[src/rtl/core/upd_pkg.sv]
// shared types, constants and a hex decode helper function for the url percent decoder
package upd_pkg;

    localparam int CHAR_W      = 8;
    localparam int BUF_W       = 16;
    localparam int REQ_W       = 16;
    localparam int COUNT_W_DEF = 16;
    localparam int APB_DATA_W  = 32;
    localparam int APB_ADDR_W  = 3;

    // register index, taken from the word address
    localparam logic REG_BUFFER_SIZE = 1'b0;

    localparam logic [BUF_W-1:0] BUFFER_SIZE_RST = 16'hFFFF;

    localparam logic [CHAR_W-1:0] CHR_PERCENT = 8'h25;
    localparam logic [CHAR_W-1:0] CHR_PLUS    = 8'h2B;
    localparam logic [CHAR_W-1:0] CHR_SPACE   = 8'h20;
    localparam logic [CHAR_W-1:0] CHR_DIGIT_0 = 8'h30;
    localparam logic [CHAR_W-1:0] CHR_DIGIT_9 = 8'h39;
    localparam logic [CHAR_W-1:0] CHR_LOWER_A = 8'h61;
    localparam logic [CHAR_W-1:0] CHR_LOWER_F = 8'h66;
    localparam logic [CHAR_W-1:0] CHR_UPPER_A = 8'h41;
    localparam logic [CHAR_W-1:0] CHR_UPPER_F = 8'h46;
    localparam logic [CHAR_W-1:0] HEX_TEN     = 8'd10;

    typedef enum logic [1:0] {
        PHASE_NORMAL  = 2'd0,
        PHASE_PERCENT = 2'd1,
        PHASE_HIGH    = 2'd2
    } phase_t;

    typedef struct packed {
        logic       ok;
        logic [3:0] val;
    } hex_t;

    typedef struct packed {
        logic              hit;
        logic [CHAR_W-1:0] out_byte;
        logic              is_end;
        logic [REQ_W-1:0]  required_count;
    } result_t;

    // hex digit in either case
    function automatic hex_t hex_decode(input logic [CHAR_W-1:0] c);
        hex_t              h;
        logic [CHAR_W-1:0] tmp;
        h   = '0;
        tmp = '0;
        if (c >= CHR_DIGIT_0 && c <= CHR_DIGIT_9)
        begin
            tmp = c - CHR_DIGIT_0;
            h.ok = 1'b1;
        end
        else if (c >= CHR_LOWER_A && c <= CHR_LOWER_F)
        begin
            tmp = c - CHR_LOWER_A + HEX_TEN;
            h.ok = 1'b1;
        end
        else if (c >= CHR_UPPER_A && c <= CHR_UPPER_F)
        begin
            tmp = c - CHR_UPPER_A + HEX_TEN;
            h.ok = 1'b1;
        end
        h.val = tmp[3:0];
        return h;
    endfunction

endpackage

[src/rtl/core/upd_in_if.sv]
// input channel: one encoded character or the end marker per transfer
interface upd_in_if;
    logic                        valid;
    logic                        ready;
    logic [upd_pkg::CHAR_W-1:0]  char_byte;
    logic                        end_of_string;

    modport source (output valid, output char_byte, output end_of_string, input ready);
    modport sink   (input valid, input char_byte, input end_of_string, output ready);
endinterface

[src/rtl/core/upd_out_if.sv]
// output channel: one decoded byte or the terminator per transfer
interface upd_out_if;
    logic                        valid;
    logic                        ready;
    logic [upd_pkg::CHAR_W-1:0]  out_byte;
    logic                        is_end;
    logic [upd_pkg::REQ_W-1:0]   required_count;

    modport source (output valid, output out_byte, output is_end, output required_count,
                    input ready);
    modport sink   (input valid, input out_byte, input is_end, input required_count,
                    output ready);
endinterface

[src/rtl/core/upd_apb_regs.sv]
// apb configuration register file holding buffer_size
module upd_apb_regs (
    input  logic                             clk,
    input  logic                             rst_n,
    input  logic                             psel,
    input  logic                             penable,
    input  logic                             pwrite,
    input  logic [upd_pkg::APB_ADDR_W-1:0]   paddr,
    input  logic [upd_pkg::APB_DATA_W-1:0]   pwdata,
    output logic [upd_pkg::APB_DATA_W-1:0]   prdata,
    output logic                             pready,
    output logic [upd_pkg::BUF_W-1:0]        buffer_size
);

    logic [upd_pkg::BUF_W-1:0] buffer_size_reg;
    logic [upd_pkg::BUF_W-1:0] buffer_size_next;
    logic                      sel_buf;

    // word address selects the register
    assign sel_buf = (paddr[2] == upd_pkg::REG_BUFFER_SIZE);
    assign pready  = 1'b1;

    always_comb
    begin
        buffer_size_next = buffer_size_reg;
        if (psel && penable && pwrite && sel_buf)
        begin
            buffer_size_next = pwdata[upd_pkg::BUF_W-1:0];
        end
    end

    always_ff @(posedge clk or negedge rst_n)
    begin
        if (!rst_n)
        begin
            buffer_size_reg <= upd_pkg::BUFFER_SIZE_RST;
        end
        else
        begin
            buffer_size_reg <= buffer_size_next;
        end
    end

    always_comb
    begin
        prdata = '0;
        if (sel_buf)
        begin
            prdata = upd_pkg::APB_DATA_W'(buffer_size_reg);
        end
    end

    assign buffer_size = buffer_size_reg;

endmodule

[src/rtl/core/upd_decode_core.sv]
// escape state machine, byte counter and per-item decode logic
module upd_decode_core #(
    parameter int COUNT_WIDTH = upd_pkg::COUNT_W_DEF
) (
    input  logic                         clk,
    input  logic                         rst_n,
    input  logic                         step,
    input  logic [upd_pkg::CHAR_W-1:0]   char_byte,
    input  logic                         end_of_string,
    input  logic [upd_pkg::BUF_W-1:0]    buffer_size,
    output upd_pkg::result_t             result
);

    localparam int CmpW = (COUNT_WIDTH > upd_pkg::BUF_W) ? COUNT_WIDTH : upd_pkg::BUF_W;

    upd_pkg::phase_t           phase_reg;
    upd_pkg::phase_t           phase_next;
    logic [3:0]                nibble_reg;
    logic [3:0]                nibble_next;
    logic [COUNT_WIDTH-1:0]    count_reg;
    logic [COUNT_WIDTH-1:0]    count_next;
    logic [CmpW-1:0]           count_wide;
    logic [CmpW-1:0]           buf_wide;
    upd_pkg::hex_t             hex;
    logic                      plain;
    logic                      put;
    logic [upd_pkg::CHAR_W-1:0] put_val;

    assign count_wide = CmpW'(count_reg);
    assign buf_wide   = CmpW'(buffer_size);
    assign hex        = upd_pkg::hex_decode(char_byte);

    always_comb
    begin
        phase_next  = phase_reg;
        nibble_next = nibble_reg;
        count_next  = count_reg;
        result      = '0;
        plain       = 1'b1;
        put         = 1'b0;
        put_val     = char_byte;
        if (end_of_string)
        begin
            result.hit            = 1'b1;
            result.is_end         = 1'b1;
            result.required_count = count_wide[upd_pkg::REQ_W-1:0];
            phase_next            = upd_pkg::PHASE_NORMAL;
            nibble_next           = '0;
            count_next            = COUNT_WIDTH'(1);
        end
        else
        begin
            unique case (phase_reg)
                upd_pkg::PHASE_PERCENT:
                begin
                    if (hex.ok)
                    begin
                        nibble_next = hex.val;
                        phase_next  = upd_pkg::PHASE_HIGH;
                        plain       = 1'b0;
                    end
                end
                upd_pkg::PHASE_HIGH:
                begin
                    if (hex.ok)
                    begin
                        put        = 1'b1;
                        put_val    = {nibble_reg, hex.val};
                        phase_next = upd_pkg::PHASE_NORMAL;
                        plain      = 1'b0;
                    end
                end
                default:
                begin
                end
            endcase
            // broken escapes fall back to ordinary handling of this character
            if (plain)
            begin
                if (char_byte == upd_pkg::CHR_PERCENT)
                begin
                    phase_next = upd_pkg::PHASE_PERCENT;
                end
                else
                begin
                    phase_next = upd_pkg::PHASE_NORMAL;
                    put        = 1'b1;
                    put_val    = (char_byte == upd_pkg::CHR_PLUS) ? upd_pkg::CHR_SPACE
                                                                  : char_byte;
                end
            end
            if (put)
            begin
                result.hit      = (count_wide < buf_wide);
                result.out_byte = put_val;
                if (!(&count_reg))
                begin
                    count_next = count_reg + COUNT_WIDTH'(1);
                end
            end
        end
    end

    always_ff @(posedge clk or negedge rst_n)
    begin
        if (!rst_n)
        begin
            phase_reg  <= upd_pkg::PHASE_NORMAL;
            nibble_reg <= '0;
            count_reg  <= COUNT_WIDTH'(1);
        end
        else if (step)
        begin
            phase_reg  <= phase_next;
            nibble_reg <= nibble_next;
            count_reg  <= count_next;
        end
    end

endmodule

[src/rtl/core/url_percent_decoder_unit.sv]
// top level of the url percent decoder: input register, decode core, result register
//
// url percent decoder. takes one encoded character per transfer on char_in and
// gives at most one decoded byte per transfer on byte_out. %XY with hex digits in
// either case becomes one byte, '+' becomes a space, a '%' or a '%' plus one hex
// digit that is not completed by a hex digit is dropped and the breaking character
// is handled normally. a decoded byte is passed on only while the running count
// (starting at 1 for the terminator, saturating at 2^COUNT_WIDTH-1) is below
// buffer_size; it is counted either way. an end_of_string transfer always gives a
// terminator result (out_byte 0, is_end 1, required_count = count mod 2^16) and
// clears the escape state and resets the count to 1 for the next string.
// throughput is one character per clock while byte_out is not stalled; each
// character passes the input register, the single decode stage and the result
// register before its result shows on byte_out; it waits in the input register
// while byte_out stalls. buffer_size sits at byte address 0 of the apb port (reset
// 65535); the user must write it only while the block is idle, not enforced here.
module url_percent_decoder_unit #(
    parameter int COUNT_WIDTH = upd_pkg::COUNT_W_DEF
) (
    input  logic                             clk,
    input  logic                             rst_n,
    upd_in_if.sink                           char_in,
    upd_out_if.source                        byte_out,
    input  logic                             psel,
    input  logic                             penable,
    input  logic                             pwrite,
    input  logic [upd_pkg::APB_ADDR_W-1:0]   paddr,
    input  logic [upd_pkg::APB_DATA_W-1:0]   pwdata,
    output logic [upd_pkg::APB_DATA_W-1:0]   prdata,
    output logic                             pready
);

    logic [upd_pkg::BUF_W-1:0]  buffer_size;

    // input register
    logic                       s1_valid_reg;
    logic                       s1_valid_next;
    logic [upd_pkg::CHAR_W-1:0] s1_char_reg;
    logic                       s1_end_reg;
    logic                       s1_advance;
    logic                       in_xfer;

    // result register
    logic                       out_valid_reg;
    logic                       out_valid_next;
    upd_pkg::result_t           out_res_reg;
    upd_pkg::result_t           core_res;

    upd_apb_regs u_regs (
        .clk         (clk),
        .rst_n       (rst_n),
        .psel        (psel),
        .penable     (penable),
        .pwrite      (pwrite),
        .paddr       (paddr),
        .pwdata      (pwdata),
        .prdata      (prdata),
        .pready      (pready),
        .buffer_size (buffer_size)
    );

    // the held item moves on when the result register is free or draining
    assign s1_advance    = s1_valid_reg && (!out_valid_reg || byte_out.ready);
    assign char_in.ready = !s1_valid_reg || s1_advance;
    assign in_xfer       = char_in.valid && char_in.ready;

    upd_decode_core #(
        .COUNT_WIDTH (COUNT_WIDTH)
    ) u_core (
        .clk           (clk),
        .rst_n         (rst_n),
        .step          (s1_advance),
        .char_byte     (s1_char_reg),
        .end_of_string (s1_end_reg),
        .buffer_size   (buffer_size),
        .result        (core_res)
    );

    always_comb
    begin
        s1_valid_next = s1_valid_reg;
        if (in_xfer)
        begin
            s1_valid_next = 1'b1;
        end
        else if (s1_advance)
        begin
            s1_valid_next = 1'b0;
        end
    end

    // items that decode to nothing still advance, leaving the result slot empty
    always_comb
    begin
        out_valid_next = out_valid_reg;
        if (s1_advance)
        begin
            out_valid_next = core_res.hit;
        end
        else if (byte_out.ready)
        begin
            out_valid_next = 1'b0;
        end
    end

    always_ff @(posedge clk or negedge rst_n)
    begin
        if (!rst_n)
        begin
            s1_valid_reg  <= 1'b0;
            out_valid_reg <= 1'b0;
        end
        else
        begin
            s1_valid_reg  <= s1_valid_next;
            out_valid_reg <= out_valid_next;
        end
    end

    // payload registers, no reset needed
    always_ff @(posedge clk)
    begin
        if (in_xfer)
        begin
            s1_char_reg <= char_in.char_byte;
            s1_end_reg  <= char_in.end_of_string;
        end
        if (s1_advance && core_res.hit)
        begin
            out_res_reg <= core_res;
        end
    end

    assign byte_out.valid          = out_valid_reg;
    assign byte_out.out_byte       = out_res_reg.out_byte;
    assign byte_out.is_end         = out_res_reg.is_end;
    assign byte_out.required_count = out_res_reg.required_count;

`ifndef ASSERT_OFF
    // terminator results carry a zero byte
    a_end_zero_byte: assert property (@(posedge clk) disable iff (!rst_n)
        out_valid_reg && out_res_reg.is_end |-> out_res_reg.out_byte == '0)
        else $error("terminator result with nonzero byte");

    // plain data results carry no count
    a_data_no_count: assert property (@(posedge clk) disable iff (!rst_n)
        out_valid_reg && !out_res_reg.is_end |-> out_res_reg.required_count == '0)
        else $error("data result with nonzero count");

    // an end item always lands in the result register
    a_end_gives_result: assert property (@(posedge clk) disable iff (!rst_n)
        s1_advance && s1_end_reg |=> out_valid_reg && out_res_reg.is_end)
        else $error("end item produced no terminator");

    // an accepted transfer is held in the input register
    a_in_captured: assert property (@(posedge clk) disable iff (!rst_n)
        in_xfer |=> s1_valid_reg)
        else $error("accepted transfer lost");
`endif

endmodule
[src/flat_wrapper.sv]
// flat-port wrapper written by rule: the top's interface ports become plain ports
module url_percent_decoder_unit_flat 
#(
    parameter int COUNT_WIDTH = upd_pkg::COUNT_W_DEF
)
  (clk, rst_n, psel, penable, pwrite, paddr, pwdata, prdata, pready, char_in_valid, char_in_char_byte, char_in_end_of_string, char_in_ready, byte_out_valid, byte_out_out_byte, byte_out_is_end, byte_out_required_count, byte_out_ready);
  upd_in_if char_in_i ();
  upd_out_if byte_out_i ();
  input  logic clk;
  input  logic rst_n;
  input  logic psel;
  input  logic penable;
  input  logic pwrite;
  input  logic [upd_pkg::APB_ADDR_W-1:0] paddr;
  input  logic [upd_pkg::APB_DATA_W-1:0] pwdata;
  output logic [upd_pkg::APB_DATA_W-1:0] prdata;
  output logic pready;
  input wire logic [$bits(char_in_i.valid)-1:0] char_in_valid;
  input wire logic [$bits(char_in_i.char_byte)-1:0] char_in_char_byte;
  input wire logic [$bits(char_in_i.end_of_string)-1:0] char_in_end_of_string;
  output wire logic [$bits(char_in_i.ready)-1:0] char_in_ready;
  output wire logic [$bits(byte_out_i.valid)-1:0] byte_out_valid;
  output wire logic [$bits(byte_out_i.out_byte)-1:0] byte_out_out_byte;
  output wire logic [$bits(byte_out_i.is_end)-1:0] byte_out_is_end;
  output wire logic [$bits(byte_out_i.required_count)-1:0] byte_out_required_count;
  input wire logic [$bits(byte_out_i.ready)-1:0] byte_out_ready;
  assign char_in_i.valid = char_in_valid;
  assign char_in_i.char_byte = char_in_char_byte;
  assign char_in_i.end_of_string = char_in_end_of_string;
  assign char_in_ready = char_in_i.ready;
  assign byte_out_valid = byte_out_i.valid;
  assign byte_out_out_byte = byte_out_i.out_byte;
  assign byte_out_is_end = byte_out_i.is_end;
  assign byte_out_required_count = byte_out_i.required_count;
  assign byte_out_i.ready = byte_out_ready;
  url_percent_decoder_unit #(.COUNT_WIDTH(COUNT_WIDTH)) u_core (.clk(clk), .rst_n(rst_n), .char_in(char_in_i), .byte_out(byte_out_i), .psel(psel), .penable(penable), .pwrite(pwrite), .paddr(paddr), .pwdata(pwdata), .prdata(prdata), .pready(pready));
endmodule
[config.mk]
export PLATFORM = sky130hd
export DESIGN_NAME = url_percent_decoder_unit_flat
export DESIGN_NICKNAME = d
export VERILOG_FILES = /design/src/rtl/core/upd_pkg.sv /design/src/rtl/core/upd_in_if.sv /design/src/rtl/core/upd_out_if.sv /design/src/rtl/core/upd_apb_regs.sv /design/src/rtl/core/upd_decode_core.sv /design/src/rtl/core/url_percent_decoder_unit.sv /design/src/flat_wrapper.sv
export SDC_FILE = /design/constraint.sdc
export NUM_CORES = 1
export LEC_CHECK = 0
export BUFFER_PORTS_ARGS = -buffer_cell sky130_fd_sc_hd__buf_4
export CAP_MARGIN = 20
export CORE_UTILIZATION = 54
export DETAILED_ROUTE_END_ITERATION = 8
export PLACE_DENSITY = 0.84
export SYNTH_ARGS = -nofsm -noshare
export SYNTH_HDL_FRONTEND = slang
export SYNTH_HIERARCHICAL = 1
export SYNTH_SLANG_ARGS = --single-unit
[constraint.sdc]
create_clock -name clk -period 5.5 [get_ports clk]
set_clock_uncertainty 0.15 [all_clocks]
set_input_delay 0.275 -clock clk [delete_from_list [all_inputs] [get_ports clk]]
set_output_delay 0.275 -clock clk [all_outputs]
set_load 0.05 [all_outputs]
# After elaboration in Yosys (flattened, before gate mapping)
# Index checks and enable logic that the tools add are counted.
[totals]
out_inout_bits = 60
in_bits = 51
ff_bits = 74
[classes]
order_cmp = 7
n_addsub = 6
mux = 39
n_eq_ne = 7
n_reduce_logical = 25
bitwise = 2
[ops]
columns = ["op", "n"]
rows = [
  ["$mux 16", 4],
  ["$mux 8", 5],
  ["$mux 4", 6],
  ["$mux 1", 17],
  ["$mux 17", 1],
  ["$add 16x1->16 const B", 1],
  ["$eq 8x6->1 const B", 2],
  ["$ge 8x7->1 const B", 2],
  ["$le 8x7->1 const B", 2],
  ["$lt 16x16->1", 1],
  ["$reduce_and 16->1", 1],
  ["$sub 4x1->4 const B", 3],
  ["$reduce_bool 2->1", 5],
  ["$logic_and 1x1->1", 9],
  ["$mux 9", 1],
  ["$add 4x4->4 const B", 2],
  ["$ge 8x6->1 const B", 1],
  ["$le 8x6->1 const B", 1],
  ["$mux 2", 4],
  ["$ne 4x3->1 const B", 2],
  ["$reduce_and 3->1", 2],
  ["$pmux 2 s2", 1],
  ["$reduce_and 4->1", 1],
  ["$reduce_bool 4->1", 1],
  ["7 further kinds", 11],
]

# Depth between registers and ports, before layout
# Gate-level depths: netlist of run 1.
[logic_depth]
word_depth = 13
ltp_mapped = 12

# Cells and area by module
# Netlist of run 1, hierarchy kept.
[modules_own_cells]
columns = ["mod", "n_inst", "seq_area_each_um2", "cells_per_inst", "area_per_inst_um2"]
rows = [
  ["upd_decode_core", 1, 551.8, 280, 2258.4],
  ["url_percent_decoder_unit", 1, 1071.0, 44, 1132.3],
  ["upd_apb_regs", 1, 420.4, 70, 919.6],
]

# Least setup slack after synthesis of run 1
# No wires, ideal clock.
[synth_timing]
path_kind = "register to register"
start = "register u_core/s1_char_reg[1] (netlist bit)"
end = "register u_core.out_res_reg (netlist bit u_core/byte_out.is_end) (enable)"
t_required_ns = 4.940
setup_slack_ns = 1.607
stages_incl_launch_ff = 13
arrival_ns = 3.333
period_less_slack_ns = 3.893
cell_sequence = "edfxtp_1 inv_1 ha_1 o21bai_1 a2111o_1 buf_6 a21o_1 a21bo_1 buf_2 buf_4 a31o_2 nand2_1 nor2b_1"
[synth_lines]
columns = ["item", "line_no", "rtl"]
rows = [
  ["from (decl)", "url_percent_decoder_unit.sv:38", "logic [upd_pkg::CHAR_W-1:0] s1_char_reg;"],
  ["from (signal assigned)", "url_percent_decoder_unit.sv:125", "s1_char_reg <= char_in.char_byte;"],
  ["to (signal assigned)", "url_percent_decoder_unit.sv:130", "out_res_reg <= core_res;"],
  ["to (decl)", "url_percent_decoder_unit.sv:46", "upd_pkg::result_t out_res_reg;"],
]

==> reports/qor.csv, run 1 <==
stage,metric,value,unit
placed_design,IO Port Bufs,75,
synth,Mapped Area,0.00431,mm2
min_path,Hold Path Class,in2reg,
final_layout,post-layout util,66.9,%
synth,cells after synthesis,394,
clock_network,clk slew on worst S/H paths,70,ps
synth,most frequent cell after synthesis,edfxtp_1,
synth,ys async rst share,54.1,%
global_routing,global route overflow,0,
timing,# setup viols final,0,
final_layout,Syn-to-layout area delta,20.0,%
floorplanning,FP Rows,32,
worst_setup_path,critical path peak fanout,25,
routing,drt total wl,8.71,mm
power_and_ir_drop,pwr dens,341,mW/mm2
clock_network,CTS tree,done,
synth,Commonest cells post-synth,"edfxtp_1 (34), inv_1 (26), nand2_1 (24), dfrtp_1 (23), ha_1 (21)",
timing,min cycle time layout,3490,ps
floorplanning,Initial Util,55.8,%
synth,top-area cell type share of the netlist area,23.7,%
floorplanning,die area,0.00834,mm2
final_layout,Nets,542,
timing,worst-margin pin slew,702,ps
clock_network,# H-tree levels,3,
power_and_ir_drop,Tot Pwr,1.76,mW
synth,syn_area_per_cell,10.9,um2
synth,Synthesis Warnings,6,
routing,1st-iter DRT viols,292,
synth,synthesized flop and latch total,74,
placed_design,Post-DP HPWL,6.21,mm
synth,Netlist cell types,63,
worst_setup_path,WP data arrival,3340,ps
power_and_ir_drop,Max VDD drop,0.202,mV
synth,top post-synthesis cells by area,"edfxtp_1 (24%), dfrtp_1 (13%), dfstp_2 (10%)",
timing,RSZ-0062 raised after global routing,false,
routing,Pre-Repair DR Iteration Count,5,
global_routing,largest net degree at the start of global routing,41,
placed_design,pre-CTS WS,2050,ps
routing,DR WL/cell,15.1,um
final_layout,fill count,594,
placed_design,dpl cell area,0.00482,mm2
clock_network,clock buffer depth,2,
clock_network,CTS Buf Count,9,
synth,main flop type after synthesis,edfxtp_1,
job,# Max-Cap Violations,0,
timing,final worst-path setup slack,2010,ps
synth,register area share after synthesis,47.4,%
floorplanning,core area,0.00773,mm2
global_routing,initial antenna violation count,0,
clock_network,CTS-repair resized insts,0,
routing,routed via count,3236,
global_routing,vias in the first global route,3012,
global_routing,first-pass GRT wire length,14.5,mm
timing,Final Cycle Share,63.5,%
synth,cell taking the most area after synthesis,edfxtp_1,
routing,Via density,5.61,
status,status,completed,
floorplanning,chip height,91.3,um
final_layout,design area,0.00517,mm2
worst_setup_path,Crit Path Class,reg2reg,
timing,final setup TNS,0,ps
routing,DRC,0,
timing,final hold violation count,0,
clock_network,clock latency on the worst-skew pair,330,ps
timing,Max Clk Rate,286,MHz
global_routing,Tot GR Track Use,21.8,%
power_and_ir_drop,Pleak,2.40,nW
floorplanning,Chip Width,91.3,um
worst_setup_path,Worst Setup End Kind,flip-flop,
clock_network,Clock Sinks,74,
synth,Post-synth EDFFs,34,
worst_setup_path,WP data required,5350,ps
worst_setup_path,Critical Path Start Type,flip-flop,
final_layout,Diodes inserted,0,
floorplanning,I/O Pins,111,
clock_network,clock root buffer,clkbuf_8,
routing,antenna-violating nets left,0,
final_layout,area of the multi-input gates,0.00198,mm2
timing,fin. max-slew vios,0,
placed_design,Final GP Congestion,0.888,
final_layout,share of cells above drive strength 1,28.0,%
final_layout,Sequential Area,0.00204,mm2
timing,max_slew headroom,53.2,%
[cells by family (layout without fill, tap and decap cells)]
kind of cell / after synthesis / count (layout) / share of synthesized area (%)
other: 2 / 17 / 0.174
XOR/XNOR: 4 / 4 / 0.813
AND/OR/NAND/NOR: 135 / 135 / 18.6
flip-flops: 74 / 74 / 47.4
adder cells (fa/ha/maj): 21 / 21 / 6.10
buffers and inverters: 64 / 130 / 7.95
multiplexers: 19 / 19 / 5.75
AO/OA/AOI/OAI: 75 / 75 / 13.2
[placed cells by master (no fill, tap or decap), types with 11 or more instances in the layout]
cell type	count
edfxtp_1	34
and2_1	14
conb_1	17
buf_4	76
nor2_1	14
clkbuf_8	11
inv_1	26
dfrtp_1	23
dlygate4sd3_1	12
a211oi_1	11
dfstp_2	17
ha_1	21
a21oi_1	17
and3_1	12
nand2_1	24
nor2b_1	12
[final timing paths]
check                                                 start                                 end  slack [ps]  depth (start not counted)
worst min-delay path                              pwdata[6]        u_core/u_regs/buffer_size[6]          20                          2
worst max-delay path                  u_core/s1_char_reg[1]  u_core/byte_out.required_count[13]        2010                         10
worst max register to register        u_core/s1_char_reg[1]  u_core/byte_out.required_count[13]        2010                         10
worst min register to register  u_core/u_core/nibble_reg[0]         u_core/u_core/nibble_reg[0]         340                          2
max in group asynchronous                             rst_n        u_core/u_regs/buffer_size[4]        4520                          2
min in group asynchronous                             rst_n         u_core/u_core/count_reg[11]         330                          2
[critical path, stage by stage (launching register included)]
cell	delay (ps)
edfxtp_1	450
inv_1	120
ha_1	240
o21bai_1	130
a2111o_1	560
a21o_1	240
a21bo_1	520
a31o_2	240
nand2_1	70
nor2b_2	110
buf_4	310
[area by class of cell]
class | count | share of cell area [%]
sequential | 74 | 39.5
clock buffer | 12 | 3.00
timing repair buffer | 88 | 13.4
inverter | 26 | 1.89
multi-input combinational | 271 | 38.3
tap | 102 | 2.47
clock inverter | 4 | 1.43
[report_power, final]
group | internal, mW | leakage, nW | switching [mW] | total [mW]
Clock | 0.281 | 0.117 | 0.194 | 0.475
Sequential | 0.688 | 0.819 | 0.0854 | 0.773
Combinational | 0.193 | 1.47 | 0.323 | 0.516
[per-layer routing]
layer / up-vias / part of all wire (%) / wire [um] / track usage [%]
met4: 0 / 1.1 / 92 / 8.86
met1: 1525 / 46 / 3980 / 31.5
met3: 9 / 6.0 / 525 / 3.02
met5: - / 0 / 0 / 0
li1: 1562 / - / - / -
met2: 140 / 47 / 4110 / 33.2
[per-stage QoR]
stage | hold WS, ps | std cells
3_3_place_gp | 129 | 549
6_report | 18.0 | 577
3_5_place_dp | 131 | 549
2_1_floorplan | -171 | 409
4_1_cts | 1.80 | 576
5_1_grt | 1.83 | 577
[timing repair]
| item | CTS | global route |
|---|---|---|
| hold buffers | 11 | 1 |
| setup endpoints to repair | 0 | 0 |
| hold endpoints to repair | 33 | 1 |
| buffers inserted | 0 | 0 |
Note: power is estimated with default switching activity, not from simulation.
==> run 2: changes to the inputs <==
ABC_AREA = 1   (was default)
CORE_UTILIZATION = 49   (was 54)
PLACE_DENSITY = 0.8   (was 0.84)
clock period = 3.1 ns   (was 5.5 ns; I/O delays follow)
==> reports/qor.csv, run 2 <==
stage,metric,value,unit,change
status,status,completed,,unchanged
timing,max_slew headroom,66.6,%,was 53.2%
synth,main flop type after synthesis,edfxtp_1,,unchanged
timing,worst-margin pin slew,501,ps,was 702 ps
synth,Mapped Area,0.00442,mm2,was 0.00431 mm2
power_and_ir_drop,Tot Pwr,2.92,mW,was 1.76 mW
placed_design,IO Port Bufs,75,,unchanged
power_and_ir_drop,share of power burned in registers,43.7,%,was 43.8%
clock_network,clock buffer depth,2,,unchanged
synth,register area share after synthesis,46.3,%,was 47.4%
timing,# setup viols final,0,,unchanged
power_and_ir_drop,Clk pwr share,30.1,%,was 26.9%
worst_setup_path,"reg-to-reg slack, setup",520,ps,was 2010 ps
synth,largest family of logic cells by synthesized area,simple AND/OR/NAND/NOR gates,,unchanged
timing,Max Clk Rate,387,MHz,was 286 MHz
synth,most frequent cell after synthesis,nand2_1,,was edfxtp_1
synth,xor/xnor share of the synthesized area,2.78,%,was 0.813%
job,# Max-Cap Violations,0,,unchanged
floorplanning,Chip Width,96.9,um,was 91.3 um
floorplanning,core area,0.00872,mm2,was 0.00773 mm2
timing,final setup TNS,0,ps,unchanged
power_and_ir_drop,Comb pwr share,26.2,%,was 29.3%
clock_network,setup bufs post-CTS,0,,unchanged
synth,cells after synthesis,534,,was 394
clock_network,clock latency on the worst-skew pair,340,ps,was 330 ps
power_and_ir_drop,internal power,1.96,mW,was 1.16 mW
final_layout,Post-Layout Cell Count,747,,was 577
placed_design,Final GP Congestion,0.903,,was 0.888
clock_network,Clock Sinks,74,,unchanged
power_and_ir_drop,Sw Pwr,0.963,mW,was 0.602 mW
synth,Netlist cell types,36,,was 63
synth,top post-synthesis cells by area,"edfxtp_1 (23%), dfrtp_1 (13%), nand2_1 (11%)",,"was edfxtp_1 (24%), dfrtp_1 (13%), dfstp_2 (10%)"
min_path,Min-Delay Path Depth,4,,was 2
worst_setup_path,WP data arrival,2440,ps,was 3340 ps
final_layout,share of cells above drive strength 1,20.2,%,was 28.0%
synth,fraction of synthesized area in multiplexers,0,%,was 5.75%
synth,Post-synth EDFFs,34,,unchanged
power_and_ir_drop,sw frac,33.0,%,was 34.1%
placed_design,Post-DP HPWL,6.55,mm,was 6.21 mm
synth,synthesized flop and latch total,74,,unchanged
power_and_ir_drop,pwr dens,532,mW/mm2,was 341 mW/mm2
worst_setup_path,WP data required,2960,ps,was 5350 ps
synth,Compound-Gate Fraction of Synth Area,3.51,%,was 13.2%
routing,Via density,4.92,,was 5.61
timing,RSZ-0062 raised after global routing,false,,unchanged
global_routing,first-pass GRT wire length,16.0,mm,was 14.5 mm
global_routing,vias in the first global route,3570,,was 3012
min_path,Hold Crit Start,paddr[2],,was pwdata[6]
worst_setup_path,R2R Path End,u_core/byte_out.required_count[14],,was u_core/byte_out.required_count[13]
synth,ys async rst share,54.1,%,unchanged
global_routing,largest net degree at the start of global routing,41,,unchanged
power_and_ir_drop,Pleak,2.80,nW,was 2.40 nW
final_layout,most frequent cells in the layout,"nand2_1 (131), inv_1 (83), buf_4 (78), nor2_1 (65)",,"was buf_4 (76), edfxtp_1 (34), inv_1 (26), nand2_1 (24), dfrtp_1 (23)"
global_routing,initial antenna violation count,0,,unchanged
floorplanning,FP Rows,34,,was 32
synth,top-area cell type share of the netlist area,23.1,%,was 23.7%
placed_design,dpl cells,702,,was 549
clock_network,clock root buffer,clkbuf_8,,unchanged
synth,simple-gate area share of the yosys netlist,28.9,%,was 18.6%
routing,DRC,0,,unchanged
synth,Synthesis Warnings,6,,unchanged
clock_network,CTS-repair resized insts,0,,unchanged
synth,syn_area_per_cell,8.27,um2,was 10.9 um2
worst_setup_path,Reg-to-Reg Start,u_core/s1_char_reg[0],,was u_core/s1_char_reg[1]
floorplanning,die area,0.00940,mm2,was 0.00834 mm2
worst_setup_path,critical path peak fanout,25,,unchanged
worst_setup_path,Worst Setup End Kind,flip-flop,,unchanged
floorplanning,chip height,96.9,um,was 91.3 um
min_path,Hold Path Class,in2reg,,unchanged
final_layout,fill count,683,,was 594
clock_network,# H-tree levels,3,,unchanged
routing,drt total wl,9.34,mm,was 8.71 mm
final_layout,Syn-to-layout area delta,24.3,%,was 20.0%
timing,final hold violation count,0,,unchanged
floorplanning,Initial Util,50.6,%,was 55.8%
clock_network,CTS Buf Count,9,,unchanged
timing,min cycle time layout,2580,ps,was 3490 ps
final_layout,"most common cell after layout, fill and taps aside",nand2_1,,was buf_4
global_routing,global route overflow,0,,unchanged
timing,fin. max-slew vios,0,,unchanged
synth,Commonest cells post-synth,"nand2_1 (131), inv_1 (83), nor2_1 (65), edfxtp_1 (34), nand3_1 (34)",,"was edfxtp_1 (34), inv_1 (26), nand2_1 (24), dfrtp_1 (23), ha_1 (21)"
synth,Post-Synth Adder-Cell Area,5.95,%,was 6.10%
clock_network,CTS tree,done,,unchanged
clock_network,clk slew on worst S/H paths,80,ps,was 70 ps
routing,1st-iter DRT viols,200,,was 292
power_and_ir_drop,Max VDD drop,0.254,mV,was 0.202 mV
routing,Pre-Repair DR Iteration Count,5,,unchanged
worst_setup_path,Crit Path Class,reg2reg,,unchanged
final_layout,Diodes inserted,0,,unchanged
synth,cell taking the most area after synthesis,edfxtp_1,,unchanged
min_path,Worst Hold End,u_core/u_regs/buffer_size[3],,was u_core/u_regs/buffer_size[6]
routing,antenna-violating nets left,0,,unchanged
routing,routed via count,3673,,was 3236
worst_setup_path,R2R cell count,13,,was 10
worst_setup_path,Critical Path Start Type,flip-flop,,unchanged
routing,DR WL/cell,12.5,um,was 15.1 um
final_layout,Nets,706,,was 542
timing,Final Cycle Share,83.3,%,was 63.5%
floorplanning,I/O Pins,111,,unchanged
global_routing,Tot GR Track Use,20.8,%,was 21.8%
-- run 2: power groups by stage --
stage               clock network [mW]  logic [mW]  registers, mW
global placement                     0       0.715           1.29
CTS                              0.895       0.765           1.28
finish                           0.879       0.766           1.28
global route                     0.938       0.840           1.29
detailed placement                   0       0.731           1.30
floorplan                            0       0.451           1.37
-- run 2: kinds of logic (layout without fill, tap and decap cells) --
| group | Yosys count | in the layout |
|---|---|---|
| compound gates | 28 | 28 |
| xor+xnor | 14 | 14 |
| other cells | 2 | 17 |
| fa+ha+maj | 21 | 21 |
| buf+inv | 119 | 209 |
| flops | 74 | 74 |
| simple gates | 276 | 276 |
-- run 2: layout make-up --
cell class	instances	area, um2	area share [%]
Clock buffer	10	128	2.32
Sequential cell	74	2040	37.2
Tap cell	108	135	2.46
Timing Repair Buffer	107	876	15.9
Inverter	86	323	5.88
Clock inverter	6	105	1.91
Multi-Input combinational cell	356	1880	34.3
-- run 2: metal layers --
layer  up-vias  share of wire, %  track usage [%]
li1       1863                 -                -
met1      1665                45             27.3
met2       128                49             34.6
met3        17               4.9             2.75
met4         0               1.5             8.61
met5         -                 0                0
-- run 2: worst max-delay path, stage by stage (launching register included) --
cell	delay, ps
edfxtp_1	440
ha_1	290
o21ai_2	140
nand2_1	70
nand2_2	130
nand2_4	100
nand2_4	110
nand2_8	80
nand2_2	110
nand3_1	90
nand2_1	60
inv_1	60
nor2_2	100
buf_4	310
-- run 2: worst max-delay path by stage --
stage	end	cells past startpoint	slack [ps]	startpoint
finish	u_core/byte_out.required_count[14]	13	520	u_core/s1_char_reg[0]
floorplan	u_core/byte_out.is_end	12	350	u_core/s1_char_reg[0]
global route	u_core/byte_out.required_count[15]	14	300	u_core/s1_char_reg[1]
CTS	u_core/byte_out.required_count[14]	14	500	u_core/s1_char_reg[1]
detailed placement	u_core/byte_out.required_count[7]	14	510	u_core/s1_char_reg[1]
global placement	u_core/byte_out.required_count[7]	13	610	u_core/s1_char_reg[0]
-- run 2: what timing repair did --
action                                  4_1_cts  5_1_grt
hold buffers                                 29        0
endpoints found under the setup margin        0        0
hold endpoints to repair                     67        0
-- run 2: through the flow --
stage	utilization [%]	hold WS, ps	instance area (um2)	worst slack [ps]
floorplan	-	-291	4470	355
global placement	57.0	2.17	4970	607
detailed placement	57.0	6.77	4970	512
CTS	63.0	91.5	5490	498
global route	63.0	127	5490	305
finish	63.0	100	5490	519
==> run 3: changes to the inputs <==
CORE_UTILIZATION = 54   (was 49)
PLACE_DENSITY = 0.84   (was 0.8)
clock period = 2.6 ns   (was 3.1 ns; I/O delays follow)
==> reports/qor.csv, run 3 (same netlist as run 2, synthesis figures left out) <==
stage,metric,value,unit,change
worst_setup_path,Critical Path Start Type,flip-flop,,unchanged
power_and_ir_drop,internal power,2.31,mW,was 1.96 mW
worst_setup_path,Crit Path Class,reg2reg,,unchanged
min_path,Hold Path Class,in2reg,,unchanged
final_layout,Diodes inserted,0,,unchanged
floorplanning,chip height,92.4,um,was 96.9 um
job,# Max-Cap Violations,0,,unchanged
worst_setup_path,WP data required,2560,ps,was 2960 ps
global_routing,initial antenna violation count,0,,unchanged
global_routing,first-pass GRT wire length,16.7,mm,was 16.0 mm
routing,drt total wl,11.0,mm,was 9.34 mm
global_routing,global route overflow,0,,unchanged
floorplanning,die area,0.00855,mm2,was 0.00940 mm2
floorplanning,core area,0.00781,mm2,was 0.00872 mm2
worst_setup_path,critical path peak fanout,6,,was 25
timing,final hold slack,67.1,ps,was 100 ps
power_and_ir_drop,Max VDD drop,0.345,mV,was 0.254 mV
worst_setup_path,Worst Setup End Kind,flip-flop,,unchanged
final_layout,"most common cell after layout, fill and taps aside",nand2_1,,unchanged
worst_setup_path,WP data arrival,2530,ps,was 2440 ps
routing,1st-iter DRT viols,397,,was 200
global_routing,largest net degree at the start of global routing,41,,unchanged
placed_design,IO Port Bufs,75,,unchanged
final_layout,most frequent cells in the layout,"nand2_1 (129), buf_4 (88), inv_1 (81), nor2_1 (65), edfxtp_1 (34)",,"was nand2_1 (131), inv_1 (83), buf_4 (78), nor2_1 (65)"
timing,final worst-path setup slack,26.7,ps,was 519 ps
timing,min cycle time layout,2570,ps,was 2580 ps
final_layout,Nets,721,,was 706
global_routing,Tot GR Track Use,25.3,%,was 20.8%
clock_network,clock root buffer,clkbuf_8,,unchanged
timing,fin. max-slew vios,0,,unchanged
timing,worst-margin pin slew,510,ps,was 501 ps
timing,RSZ-0062 raised after global routing,false,,unchanged
routing,antenna-violating nets left,0,,unchanged
routing,DRC,0,,unchanged
clock_network,clock buffer depth,2,,unchanged
placed_design,Post-DP HPWL,6.74,mm,was 6.55 mm
global_routing,vias in the first global route,3731,,was 3570
routing,Pre-Repair DR Iteration Count,5,,unchanged
placed_design,pre-CTS WS,141,ps,was 512 ps
power_and_ir_drop,sw frac,34.1,%,was 33.0%
timing,max_slew headroom,66.0,%,was 66.6%
routing,routed via count,3990,,was 3673
routing,DR WL/cell,14.6,um,was 12.5 um
routing,Via density,5.28,,was 4.92
final_layout,design area,0.00569,mm2,was 0.00549 mm2
clock_network,CTS Buf Count,9,,unchanged
placed_design,dpl cell area,0.00504,mm2,was 0.00497 mm2
power_and_ir_drop,pwr dens,616,mW/mm2,was 532 mW/mm2
timing,final setup TNS,0,ps,unchanged
clock_network,CTS tree,done,,unchanged
power_and_ir_drop,Sw Pwr,1.19,mW,was 0.963 mW
timing,Max Clk Rate,389,MHz,was 387 MHz
timing,final hold violation count,0,,unchanged
power_and_ir_drop,Tot Pwr,3.50,mW,was 2.92 mW
clock_network,# H-tree levels,3,,unchanged
floorplanning,Initial Util,56.6,%,was 50.6%
status,status,completed,,unchanged
power_and_ir_drop,share of power burned in registers,43.5,%,was 43.7%
floorplanning,Chip Width,92.4,um,was 96.9 um
final_layout,share of cells above drive strength 1,22.9,%,was 20.2%
power_and_ir_drop,Clk pwr share,28.2,%,was 30.1%
floorplanning,FP Rows,32,,was 34
power_and_ir_drop,Comb pwr share,28.3,%,was 26.2%
final_layout,Syn-to-layout area delta,28.8,%,was 24.3%
timing,# setup viols final,0,,unchanged
timing,Final Cycle Share,99.0,%,was 83.3%
power_and_ir_drop,Pleak,2.91,nW,was 2.80 nW
clock_network,clk slew on worst S/H paths,80,ps,about the same
placed_design,Final GP Congestion,0.911,,was 0.903
clock_network,clock latency on the worst-skew pair,350,ps,was 340 ps
floorplanning,I/O Pins,111,,unchanged
clock_network,Clock Sinks,74,,unchanged
-- run 3: cell count changes in the layout (fill, tap and decap cells not counted), moves of 2 or more --
cell       before  now
buf_4          78   88
nand2_4         3    5
ha_1           21   19
clkbuf_16       0    2
buf_12          0    2
inv_2           3    5
nand2_1       131  129
inv_1          83   81
clkinv_2        3    1
-- run 3: final timing paths --
path                                                   start                             to  slack, ps  cells after the start
worst max-delay path            u_core/u_regs/buffer_size[3]         u_core/byte_out.is_end         30                     12
worst min-delay path                                paddr[2]  u_core/u_regs/buffer_size[15]         70                      4
worst max register to register  u_core/u_regs/buffer_size[3]         u_core/byte_out.is_end         30                     12
worst min register to register  u_core/u_regs/buffer_size[0]   u_core/u_regs/buffer_size[0]        330                      2
max in group asynchronous                              rst_n  u_core/u_regs/buffer_size[14]       1780                      2
min in group asynchronous                              rst_n     u_core/u_core/count_reg[7]        140                      2
-- run 3: final cells by class --
class / count / area [um2]
sequential: 74 / 2040
inverter: 86 / 323
timing repair buffer: 122 / 1050
multi-input combinational: 356 / 1920
fill: 568 / 2120
tap: 102 / 128
clock inverter: 5 / 77.6
clock buffer: 11 / 141
-- run 3: stage by stage --
stage / cells / util [%]
after detailed placement: 704 / 64.5
after global routing: 756 / 72.8
after global placement: 704 / 64.5
final: 756 / 72.8
after floorplan: 549 / -
after CTS: 749 / 71.1
-- run 3: what timing repair did --
item / 4_1_cts / 5_1_grt
setup endpoints to repair: 0 / 25
endpoints found under the hold margin: 67 / 0
resized for setup: 0 / 10
setup buffers: 0 / 4
hold buffers: 29 / 0
-- run 3: power groups by stage --
stage               registers [mW]  logic [mW]  clock network [mW]
global route                  1.53        1.06                1.05
global placement              1.53       0.864                   0
CTS                           1.52       0.926               0.992
finish                        1.52       0.989               0.987
detailed placement            1.54       0.885                   0
floorplan                     1.64       0.539                   0
-- run 3: worst max-delay path, cell delays in order (launching register included) --
cell and delay, ps:
dfstp_2 540, inv_1 50, ha_1 290, nand2_1 50, o21a_1 180, o21ai_0 300
nand2_1 130, nand3_2 90, nand2_1 60, inv_1 140, nor2_4 50, buf_12 140
clkbuf_16 150
-- run 3: layer usage --
layer / share of wire (%) / global-route usage [%]
met1: 40 / 30.0
met2: 48 / 42.1
met3: 7.2 / 4.76
met4: 4.2 / 16.0
met5: 0 / 0
